`src/rtl/core/nat_pkg.sv`:
```
// nat_pkg: shared types, codes and name helpers for the name alias table.
// No dependencies; imported by every module of the block.
package nat_pkg;

  localparam int unsigned NAME_W            = 64;
  localparam int unsigned NAME_CHARS        = NAME_W / 8;
  localparam int unsigned TABLE_ENTRIES_DEF = 8;
  localparam int unsigned NAME_BYTES_DEF    = 8;

  typedef enum logic {
    OP_SET    = 1'b0,
    OP_LOOKUP = 1'b1
  } op_e;

  typedef enum logic [2:0] {
    OUT_RENAMED  = 3'd0,
    OUT_UPDATED  = 3'd1,
    OUT_APPENDED = 3'd2,
    OUT_REPLACED = 3'd3,
    OUT_NONE     = 3'd4
  } outcome_e;

  typedef struct packed {
    op_e               op;
    logic [NAME_W-1:0] key;
    logic [NAME_W-1:0] disp;
  } item_t;

  typedef struct packed {
    logic              found;
    logic [NAME_W-1:0] result_name;
    outcome_e          set_outcome;
  } result_t;

  // Clear every byte after the first zero byte.
  function automatic logic [NAME_W-1:0] canon_name(logic [NAME_W-1:0] w);
    logic [NAME_W-1:0] r;
    logic              alive;
    r     = '0;
    alive = 1'b1;
    for (int b = 0; b < NAME_CHARS; b++) begin
      alive = alive & (w[8*b +: 8] != 8'h00);
      if (alive) begin
        r[8*b +: 8] = w[8*b +: 8];
      end
    end
    return r;
  endfunction

  // Bytes kept in a stored name: all but the top one of nbytes.
  function automatic logic [NAME_W-1:0] store_mask(int unsigned nbytes);
    logic [NAME_W-1:0] m;
    m = '0;
    for (int unsigned b = 0; b < NAME_CHARS; b++) begin
      if (b + 1 < nbytes) begin
        m[8*b +: 8] = 8'hFF;
      end
    end
    return m;
  endfunction

endpackage

```
`src/rtl/core/nat_in_reg.sv`:
```
// nat_in_reg: input word register; canonicalises both names on capture.
// Depends on nat_pkg.
module nat_in_reg (
  input  logic                    clk_i,
  input  logic                    rst_ni,
  input  logic                    valid_i,
  output logic                    stall_o,
  input  logic                    operation_i,
  input  logic [nat_pkg::NAME_W-1:0] key_name_i,
  input  logic [nat_pkg::NAME_W-1:0] display_name_i,
  input  logic                    take_i,
  output logic                    vld_o,
  output nat_pkg::item_t          item_o
);
  import nat_pkg::*;

  logic  vld_q, vld_d;
  item_t item_q;
  logic  load;

  assign stall_o = vld_q && !take_i;
  assign load    = valid_i && !stall_o;

  always_comb begin
    vld_d = vld_q;
    if (load) begin
      vld_d = 1'b1;
    end else if (take_i) begin
      vld_d = 1'b0;
    end
  end

  always_ff @(posedge clk_i or negedge rst_ni) begin
    if (!rst_ni) begin
      vld_q <= 1'b0;
    end else begin
      vld_q <= vld_d;
    end
  end

  always_ff @(posedge clk_i) begin
    if (load) begin
      item_q.op   <= op_e'(operation_i);
      item_q.key  <= canon_name(key_name_i);
      item_q.disp <= canon_name(display_name_i);
    end
  end

  assign vld_o  = vld_q;
  assign item_o = item_q;

endmodule

```
`src/rtl/core/nat_table.sv`:
```
// nat_table: alias entries, parallel key/display compare and update decision.
// Depends on nat_pkg.
module nat_table #(
  parameter int unsigned TABLE_ENTRIES = nat_pkg::TABLE_ENTRIES_DEF,
  parameter int unsigned NAME_BYTES    = nat_pkg::NAME_BYTES_DEF
) (
  input  logic             clk_i,
  input  logic             rst_ni,
  input  logic             fire_i,
  input  nat_pkg::item_t   item_i,
  output nat_pkg::result_t res_o
);
  import nat_pkg::*;

  localparam int unsigned CNT_W = $clog2(TABLE_ENTRIES + 1);
  localparam int unsigned IDX_W = (TABLE_ENTRIES > 1) ? $clog2(TABLE_ENTRIES) : 1;
  localparam logic [NAME_W-1:0] KEEP_MASK = store_mask(NAME_BYTES);

  logic [NAME_W-1:0] key_q  [TABLE_ENTRIES];
  logic [NAME_W-1:0] disp_q [TABLE_ENTRIES];
  logic [CNT_W-1:0]  cnt_q, cnt_d;
  logic [IDX_W-1:0]  rp_q, rp_d;

  logic [TABLE_ENTRIES-1:0] ent_vld, key_hit, disp_hit, key_first, disp_first, ins_sel;
  logic [TABLE_ENTRIES-1:0] wr_key, wr_disp;
  logic [NAME_W-1:0]        new_key, new_disp;
  logic                     full;

  assign full     = (cnt_q == CNT_W'(TABLE_ENTRIES));
  assign new_key  = item_i.key & KEEP_MASK;
  assign new_disp = item_i.disp & KEEP_MASK;

  always_comb begin
    for (int i = 0; i < TABLE_ENTRIES; i++) begin
      ent_vld[i]  = CNT_W'(i) < cnt_q;
      key_hit[i]  = ent_vld[i] && (key_q[i] == item_i.key);
      disp_hit[i] = ent_vld[i] && (disp_q[i] == item_i.key);
      ins_sel[i]  = full ? (IDX_W'(i) == rp_q) : (CNT_W'(i) == cnt_q);
    end
    key_first  = key_hit & (~key_hit + TABLE_ENTRIES'(1));
    disp_first = disp_hit & (~disp_hit + TABLE_ENTRIES'(1));
  end

  always_comb begin
    res_o.found       = 1'b0;
    res_o.result_name = '0;
    res_o.set_outcome = OUT_NONE;
    wr_key            = '0;
    wr_disp           = '0;
    cnt_d             = cnt_q;
    rp_d              = rp_q;
    if (item_i.op == OP_LOOKUP) begin
      res_o.found = |key_hit;
      for (int i = 0; i < TABLE_ENTRIES; i++) begin
        if (key_first[i]) begin
          res_o.result_name = res_o.result_name | disp_q[i];
        end
      end
    end else if ((item_i.key != '0) && (item_i.disp != '0)) begin
      if (|disp_hit) begin
        res_o.set_outcome = OUT_RENAMED;
        wr_disp           = disp_first;
      end else if (|key_hit) begin
        res_o.set_outcome = OUT_UPDATED;
        wr_disp           = key_first;
      end else begin
        wr_key  = ins_sel;
        wr_disp = ins_sel;
        if (!full) begin
          res_o.set_outcome = OUT_APPENDED;
          cnt_d             = cnt_q + CNT_W'(1);
        end else begin
          res_o.set_outcome = OUT_REPLACED;
          rp_d = (rp_q == IDX_W'(TABLE_ENTRIES - 1)) ? '0 : rp_q + IDX_W'(1);
        end
      end
    end
  end

  always_ff @(posedge clk_i or negedge rst_ni) begin
    if (!rst_ni) begin
      cnt_q <= '0;
      rp_q  <= '0;
    end else if (fire_i) begin
      cnt_q <= cnt_d;
      rp_q  <= rp_d;
    end
  end

  for (genvar g = 0; g < TABLE_ENTRIES; g++) begin : g_ent
    always_ff @(posedge clk_i) begin
      if (fire_i && wr_key[g]) begin
        key_q[g] <= new_key;
      end
      if (fire_i && wr_disp[g]) begin
        disp_q[g] <= new_disp;
      end
    end
  end

  a_cnt_bound: assert property (@(posedge clk_i) disable iff (!rst_ni)
    cnt_q <= CNT_W'(TABLE_ENTRIES))
    else $error("entry count beyond table size");

  a_replace_full: assert property (@(posedge clk_i) disable iff (!rst_ni)
    (fire_i && (res_o.set_outcome == OUT_REPLACED)) |-> full)
    else $error("replace while table not full");

  a_append_count: assert property (@(posedge clk_i) disable iff (!rst_ni)
    (fire_i && (res_o.set_outcome == OUT_APPENDED)) |=> (cnt_q == $past(cnt_q) + CNT_W'(1)))
    else $error("append did not grow count");

  a_rp_hold: assert property (@(posedge clk_i) disable iff (!rst_ni)
    !(fire_i && (res_o.set_outcome == OUT_REPLACED)) |=> $stable(rp_q))
    else $error("replace pointer moved without replace");

  a_lookup_clean: assert property (@(posedge clk_i) disable iff (!rst_ni)
    (item_i.op == OP_LOOKUP) |-> (res_o.set_outcome == OUT_NONE) && (wr_key == '0)
                                 && (wr_disp == '0))
    else $error("lookup modified table");

endmodule

```
`src/rtl/core/nat_out_reg.sv`:
```
// nat_out_reg: result word register towards the output channel.
// Depends on nat_pkg.
module nat_out_reg (
  input  logic                       clk_i,
  input  logic                       rst_ni,
  input  logic                       take_i,
  input  nat_pkg::result_t           res_i,
  output logic                       ready_o,
  output logic                       valid_o,
  input  logic                       stall_i,
  output logic                       found_o,
  output logic [nat_pkg::NAME_W-1:0] result_name_o,
  output logic [2:0]                 set_outcome_o
);
  import nat_pkg::*;

  logic    vld_q, vld_d;
  result_t res_q;

  assign ready_o = !vld_q || !stall_i;

  always_comb begin
    vld_d = vld_q;
    if (take_i) begin
      vld_d = 1'b1;
    end else if (!stall_i) begin
      vld_d = 1'b0;
    end
  end

  always_ff @(posedge clk_i or negedge rst_ni) begin
    if (!rst_ni) begin
      vld_q <= 1'b0;
    end else begin
      vld_q <= vld_d;
    end
  end

  always_ff @(posedge clk_i) begin
    if (take_i) begin
      res_q <= res_i;
    end
  end

  assign valid_o       = vld_q;
  assign found_o       = res_q.found;
  assign result_name_o = res_q.result_name;
  assign set_outcome_o = res_q.set_outcome;

endmodule

```
`src/rtl/core/name_alias_table.sv`:
```
// name_alias_table: top level of the name alias table.
// Depends on nat_pkg, nat_in_reg, nat_table and nat_out_reg.
//
// Maps short names (up to NAME_BYTES-1 characters, first character in bits 7:0,
// zero padded) to display names. One word is taken per cycle while the output
// is not stalled. An accepted word is held in the input register, then makes
// one pass through the table compare into the result register, which drives
// the output. The rate is set by that single pass, which compares the key
// against every stored key and display at once and writes the chosen entry in
// the same cycle. A stalled result holds the input register, and the stall
// reaches in_stall_o in the same cycle. Reset clears the valid flags, the fill
// count and the replace pointer; table entries are not cleared, and no clearing
// pass is needed.
module name_alias_table #(
  parameter int unsigned TABLE_ENTRIES = nat_pkg::TABLE_ENTRIES_DEF,
  parameter int unsigned NAME_BYTES    = nat_pkg::NAME_BYTES_DEF
) (
  input  logic                       clk_i,
  input  logic                       rst_ni,
  input  logic                       in_valid_i,
  output logic                       in_stall_o,
  input  logic                       operation_i,
  input  logic [nat_pkg::NAME_W-1:0] key_name_i,
  input  logic [nat_pkg::NAME_W-1:0] display_name_i,
  output logic                       out_valid_o,
  input  logic                       out_stall_i,
  output logic                       found_o,
  output logic [nat_pkg::NAME_W-1:0] result_name_o,
  output logic [2:0]                 set_outcome_o
);
  import nat_pkg::*;

  item_t   item;
  result_t res;
  logic    item_vld, out_ready, fire;

  assign fire = item_vld && out_ready;

  nat_in_reg u_in (
    .clk_i          (clk_i),
    .rst_ni         (rst_ni),
    .valid_i        (in_valid_i),
    .stall_o        (in_stall_o),
    .operation_i    (operation_i),
    .key_name_i     (key_name_i),
    .display_name_i (display_name_i),
    .take_i         (fire),
    .vld_o          (item_vld),
    .item_o         (item)
  );

  nat_table #(
    .TABLE_ENTRIES (TABLE_ENTRIES),
    .NAME_BYTES    (NAME_BYTES)
  ) u_table (
    .clk_i  (clk_i),
    .rst_ni (rst_ni),
    .fire_i (fire),
    .item_i (item),
    .res_o  (res)
  );

  nat_out_reg u_out (
    .clk_i         (clk_i),
    .rst_ni        (rst_ni),
    .take_i        (fire),
    .res_i         (res),
    .ready_o       (out_ready),
    .valid_o       (out_valid_o),
    .stall_i       (out_stall_i),
    .found_o       (found_o),
    .result_name_o (result_name_o),
    .set_outcome_o (set_outcome_o)
  );

endmodule
```
`config.mk`:
```
export PLATFORM = sky130hd
export DESIGN_NAME = name_alias_table
export DESIGN_NICKNAME = d
export VERILOG_FILES = /design/src/rtl/core/nat_pkg.sv /design/src/rtl/core/nat_in_reg.sv /design/src/rtl/core/nat_table.sv /design/src/rtl/core/nat_out_reg.sv /design/src/rtl/core/name_alias_table.sv
export SDC_FILE = /design/constraint.sdc
export NUM_CORES = 2
export LEC_CHECK = 0
export BUFFER_PORTS_ARGS = -buffer_cell sky130_fd_sc_hd__buf_2
export CAP_MARGIN = 20
export CORE_ASPECT_RATIO = 0.75
export CORE_MARGIN = 10
export CORE_UTILIZATION = 40
export CTS_BUF_LIST = sky130_fd_sc_hd__clkbuf_4
export CTS_CLUSTER_DIAMETER = 80
export CTS_CLUSTER_SIZE = 28
export DETAILED_ROUTE_END_ITERATION = 7
export GPL_ROUTABILITY_DRIVEN = 1
export GPL_TIMING_DRIVEN = 0
export SYNTH_ARGS = -nofsm -noshare
export SYNTH_HDL_FRONTEND = slang
export SYNTH_HIERARCHICAL = 1
export SYNTH_SLANG_ARGS = --single-unit
```
`constraint.sdc`:
```
create_clock -name clk_i -period 20.5 [get_ports clk_i]
set_input_delay 1.025 -clock clk_i [delete_from_list [all_inputs] [get_ports clk_i]]
set_output_delay 1.025 -clock clk_i [all_outputs]
set_load 0.01 [all_outputs]
```
==> out/summary.log <==
INFO  run_status     run_status=complete, no violations
INFO  floorplan      die_y=330µm
INFO  routing        routed_via_density=6.32
INFO  synth          ys_top_cells_by_count=1093 x sky130_fd_sc_hd__edfxtp_1, 515 x sky130_fd_sc_hd__xor2_1, 335 x sky130_fd_sc_hd__xnor2_1
INFO  floorplan      boundaryPins=203
INFO  floorplan      initial_core_util=0.404
INFO  global_route   grtUsageTotal=0.319
INFO  timing         achievable-frequency=138MHz
INFO  routing        wirelength=237000µm
INFO  timing         worst_hold_slack=81.2ps
INFO  synth          synth.ff_latch_count=1102
INFO  pwr            cell_internal_pwr=3.08mW
INFO  timing         final-hold-violation-count=0
INFO  clocking       clockBufferDepth=3
INFO  pwr            power.switching_fraction=0.326
INFO  routing        ant_nets=0
INFO  clocking       clock_sink_count=1102
INFO  place          port_buffers=202
INFO  pwr            pwr-share-seq=0.619
INFO  pwr            p_leak=18.6nW
INFO  final_layout   final_util=0.444
INFO  synth          yosys-top-cells-area=sky130_fd_sc_hd__edfxtp_1 64%, sky130_fd_sc_hd__xor2_1 8.8%, sky130_fd_sc_hd__xnor2_1 5.7%, sky130_fd_sc_hd__nor4_1 2.8%, sky130_fd_sc_hd__nand3_1 1.6%
INFO  clocking       cts.htree.levels=2
INFO  synth          post-synth-top-count-cell=sky130_fd_sc_hd__edfxtp_1
INFO  timing         period_minus_slack=7260ps
INFO  synth          synth.lib_cells_used.distinct=80
INFO  global_route   first_global_vias=32.2k
INFO  synth          synth.avg_cell_area=14.1µm²
INFO  routing        drt_iter0_markers=6575
INFO  timing         grt_setup_unrepaired=no
INFO  final_layout   final_nets=4113
INFO  critical_path  crit_required=21420ps
INFO  synth          yosysWarnings=6
INFO  final_layout   layout-drive-gt1-share=0.167
INFO  final_layout   areaGrowthSynthToFinish=9.83%
INFO  floorplan      placeableCoreArea=127000µm²
INFO  routing        routedWlPerCell=41.7µm
INFO  critical_path  maximum_fanout_encountered_on_the_critical_timing_path=10
INFO  place          placedCellCount=5571
INFO  final_layout   finalNonFillerCells=5678
INFO  global_route   grt_first_pass_wirelength=306000µm
INFO  timing         setup_viol=0
INFO  clocking       clk_pin_slew=250ps
INFO  floorplan      die_width=434µm
INFO  routing        vias=35.9k
INFO  pwr            pwr-share-clk=0.204
INFO  synth          asyncSetResetFlopFracSynth=0.00817
INFO  critical_path  worstSetupPathType=reg -> reg
INFO  timing         worst_slew_margin_rel=0.106
INFO  global_route   grt_max_degree=62
INFO  place          dp_hpwl=182000µm
INFO  clocking       postCtsResizedCells=0
INFO  timing         worst_pin_slew=1340ps
INFO  pwr            p_comb_frac=0.177
INFO  clocking       inserted_clock_buffers=52
INFO  clocking       cts_root_buffer=sky130_fd_sc_hd__clkbuf_4
INFO  clocking       tritoncts_clock_tree=done
INFO  routing        detailed_routing_iteration_count_for_the_pre_antenna_repair_pass=8
INFO  clocking       insertion_delay=1180ps
INFO  place          finalWeightedCongestion=1.11
INFO  synth          seq_area_frac_synth=0.643
INFO  critical_path  number_of_cell_instances_on_the_worst_register_to_register_path=14
INFO  pwr            vdd.ir_drop.worst=0.0387mV
INFO  synth          synth_top_area_frac=0.639
INFO  timing         final.period_utilization=0.354
INFO  critical_path  worst-endpoint-arrival=8180ps
INFO  timing         final.setup.tns=0ps
INFO  synth          netlist_area=51400µm²
INFO  hold_path      hold_path.class=in -> reg
INFO  critical_path  critPathCaptureType=register
INFO  floorplan      rows=113
INFO  synth          yosys.area.top_type=sky130_fd_sc_hd__edfxtp_1
INFO  synth          synth_enable_flop_cells=1093
INFO  synth          dominantRegCellSynth=sky130_fd_sc_hd__edfxtp_1
INFO  global_route   grt.overflow.total=0
INFO  routing        remaining_drc_errors=0
INFO  hold_path      worst_hold_path.num_cells=2
INFO  global_route   antenna_found_initial=30
INFO  critical_path  timing.critical_path.from_type=register
INFO  pwr            power.density_cell_area=81.1nW/µm²
INFO  timing         maxSlewViolCount=0
INFO  floorplan      area_enclosed_by_the_die_boundary=143000µm²
INFO  flow_run       max_cap_viol_count=0
INFO  synth          synthCells=3643
INFO  timing         clock_skew=110ps
INFO  pwr            switching_power=1.49mW
power groups by stage:
| stage | clock network, mW | logic [mW] | registers, mW |
|---|---|---|---|
| 2_1_floorplan | 0 | 0.363 | 2.82 |
| 3_3_place_gp | 0 | 0.714 | 2.91 |
| 3_5_place_dp | 0 | 0.757 | 2.88 |
| 4_1_cts | 0.945 | 0.761 | 2.83 |
| 5_1_grt | 1.02 | 0.816 | 2.85 |
| 6_report | 0.933 | 0.811 | 2.83 |
logic make-up (layout without fill, tap and decap cells):
kind of cell               Yosys count  in the layout  share of synthesized area
other                                1             17                  0.0000730
adders and majority gates            9              9                    0.00219
xor gates and xnor gates           850            850                      0.145
buffers and inverters              304            656                     0.0369
and+or+nand+nor                   1069           1069                      0.118
DFF                               1102           1102                      0.643
AOI/OAI and AO/OA                  304            304                     0.0542
muxes                                4              4                   0.000852
routing by layer:
layer,GRT usage,share of wire,vias up
met5,0.00635,0.0010,-
met4,0.0586,0.020,18
met3,0.162,0.17,255
met2,0.420,0.39,2738
met1,0.466,0.42,18683
li1,-,-,14201
placed cells by master (no fill, tap or decap), drive strengths merged, types with 33 or more instances in the layout:
cell type | netlist | layout
nand4b | 59 | 59
nor2 | 108 | 108
xor2 | 515 | 515
edfxtp | 1093 | 1093
a21oi | 127 | 127
nor3 | 33 | 33
nand2 | 192 | 192
xnor2 | 335 | 335
inv | 48 | 61
and3 | 93 | 93
clkbuf | 69 | 127
nand3 | 163 | 163
buf | 184 | 449
a31oi | 56 | 56
a2111oi | 60 | 60
nand4 | 119 | 119
nor4 | 235 | 235
path summary, 6_finish.rpt:
kind / slack, ps / startpoint / end
worst max-delay path: 13240 / u_in/item_o[111] / u_table/key_q[0][24]
worst min-delay path: 80 / out_stall_i / u_out/valid_o
worst max register to register: 13240 / u_in/item_o[111] / u_table/key_q[0][24]
worst min register to register: 530 / u_out/valid_o / u_out/valid_o
max in group asynchronous: 19940 / rst_ni / u_table/rp_q[0]
min in group asynchronous: 200 / rst_ni / u_table/rp_q[2]
worst max-delay path, stage by stage, from the launching register on:
cell and delay, ps:
sky130_fd_sc_hd__edfxtp_1 930, sky130_fd_sc_hd__buf_2 440, sky130_fd_sc_hd__xor2_1 1070, sky130_fd_sc_hd__nor4_1 370
sky130_fd_sc_hd__nand3_1 190, sky130_fd_sc_hd__nor4_1 120, sky130_fd_sc_hd__a31o_2 290, sky130_fd_sc_hd__nor4_2 560
sky130_fd_sc_hd__nand3_1 910, sky130_fd_sc_hd__nor4_2 1020, sky130_fd_sc_hd__buf_6 250, sky130_fd_sc_hd__buf_4 200
sky130_fd_sc_hd__buf_4 190, sky130_fd_sc_hd__buf_4 220, sky130_fd_sc_hd__buf_4 210
final cells by class:
cell class / count / area [µm²]
inverter: 48 / 180
fill: 11533 / 70700
clock buffer: 58 / 435
antenna: 9 / 22.5
timing repair buffer: 267 / 2000
tap: 1667 / 2090
buffer: 256 / 1710
sequential: 1102 / 33000
clock inverter: 27 / 324
multi-input combinational: 2244 / 16600
sequential cells by signal, indices dropped and copies added (netlist names):
| signal | count |
|---|---|
| u_in/item_o | 129 |
| u_out/result_name_o | 64 |
| u_table/cnt_q | 4 |
| u_in/vld_o | 1 |
| u_table/rp_q | 3 |
| u_out/found_o | 1 |
| u_out/set_outcome_o | 3 |
| u_table/disp_q | 448 |
| u_table/key_q | 448 |
| u_out/valid_o | 1 |
through the flow:
stage	setup slack, ps	total power, mW	instance area, µm²
2_1_floorplan	10940	3.18	51400
3_5_place_dp	13740	3.64	55600
5_1_grt	13330	4.68	56400
4_1_cts	13700	4.54	56300
6_report	13240	4.58	56400
3_3_place_gp	3250	3.63	54500
repair_timing:
item / in CTS / in global routing
hold endpoints to repair: 10 / 0
hold buffers: 2 / 0
buffers inserted: 0 / 0
No activity file was read; power rests on OpenSTA's default activity.
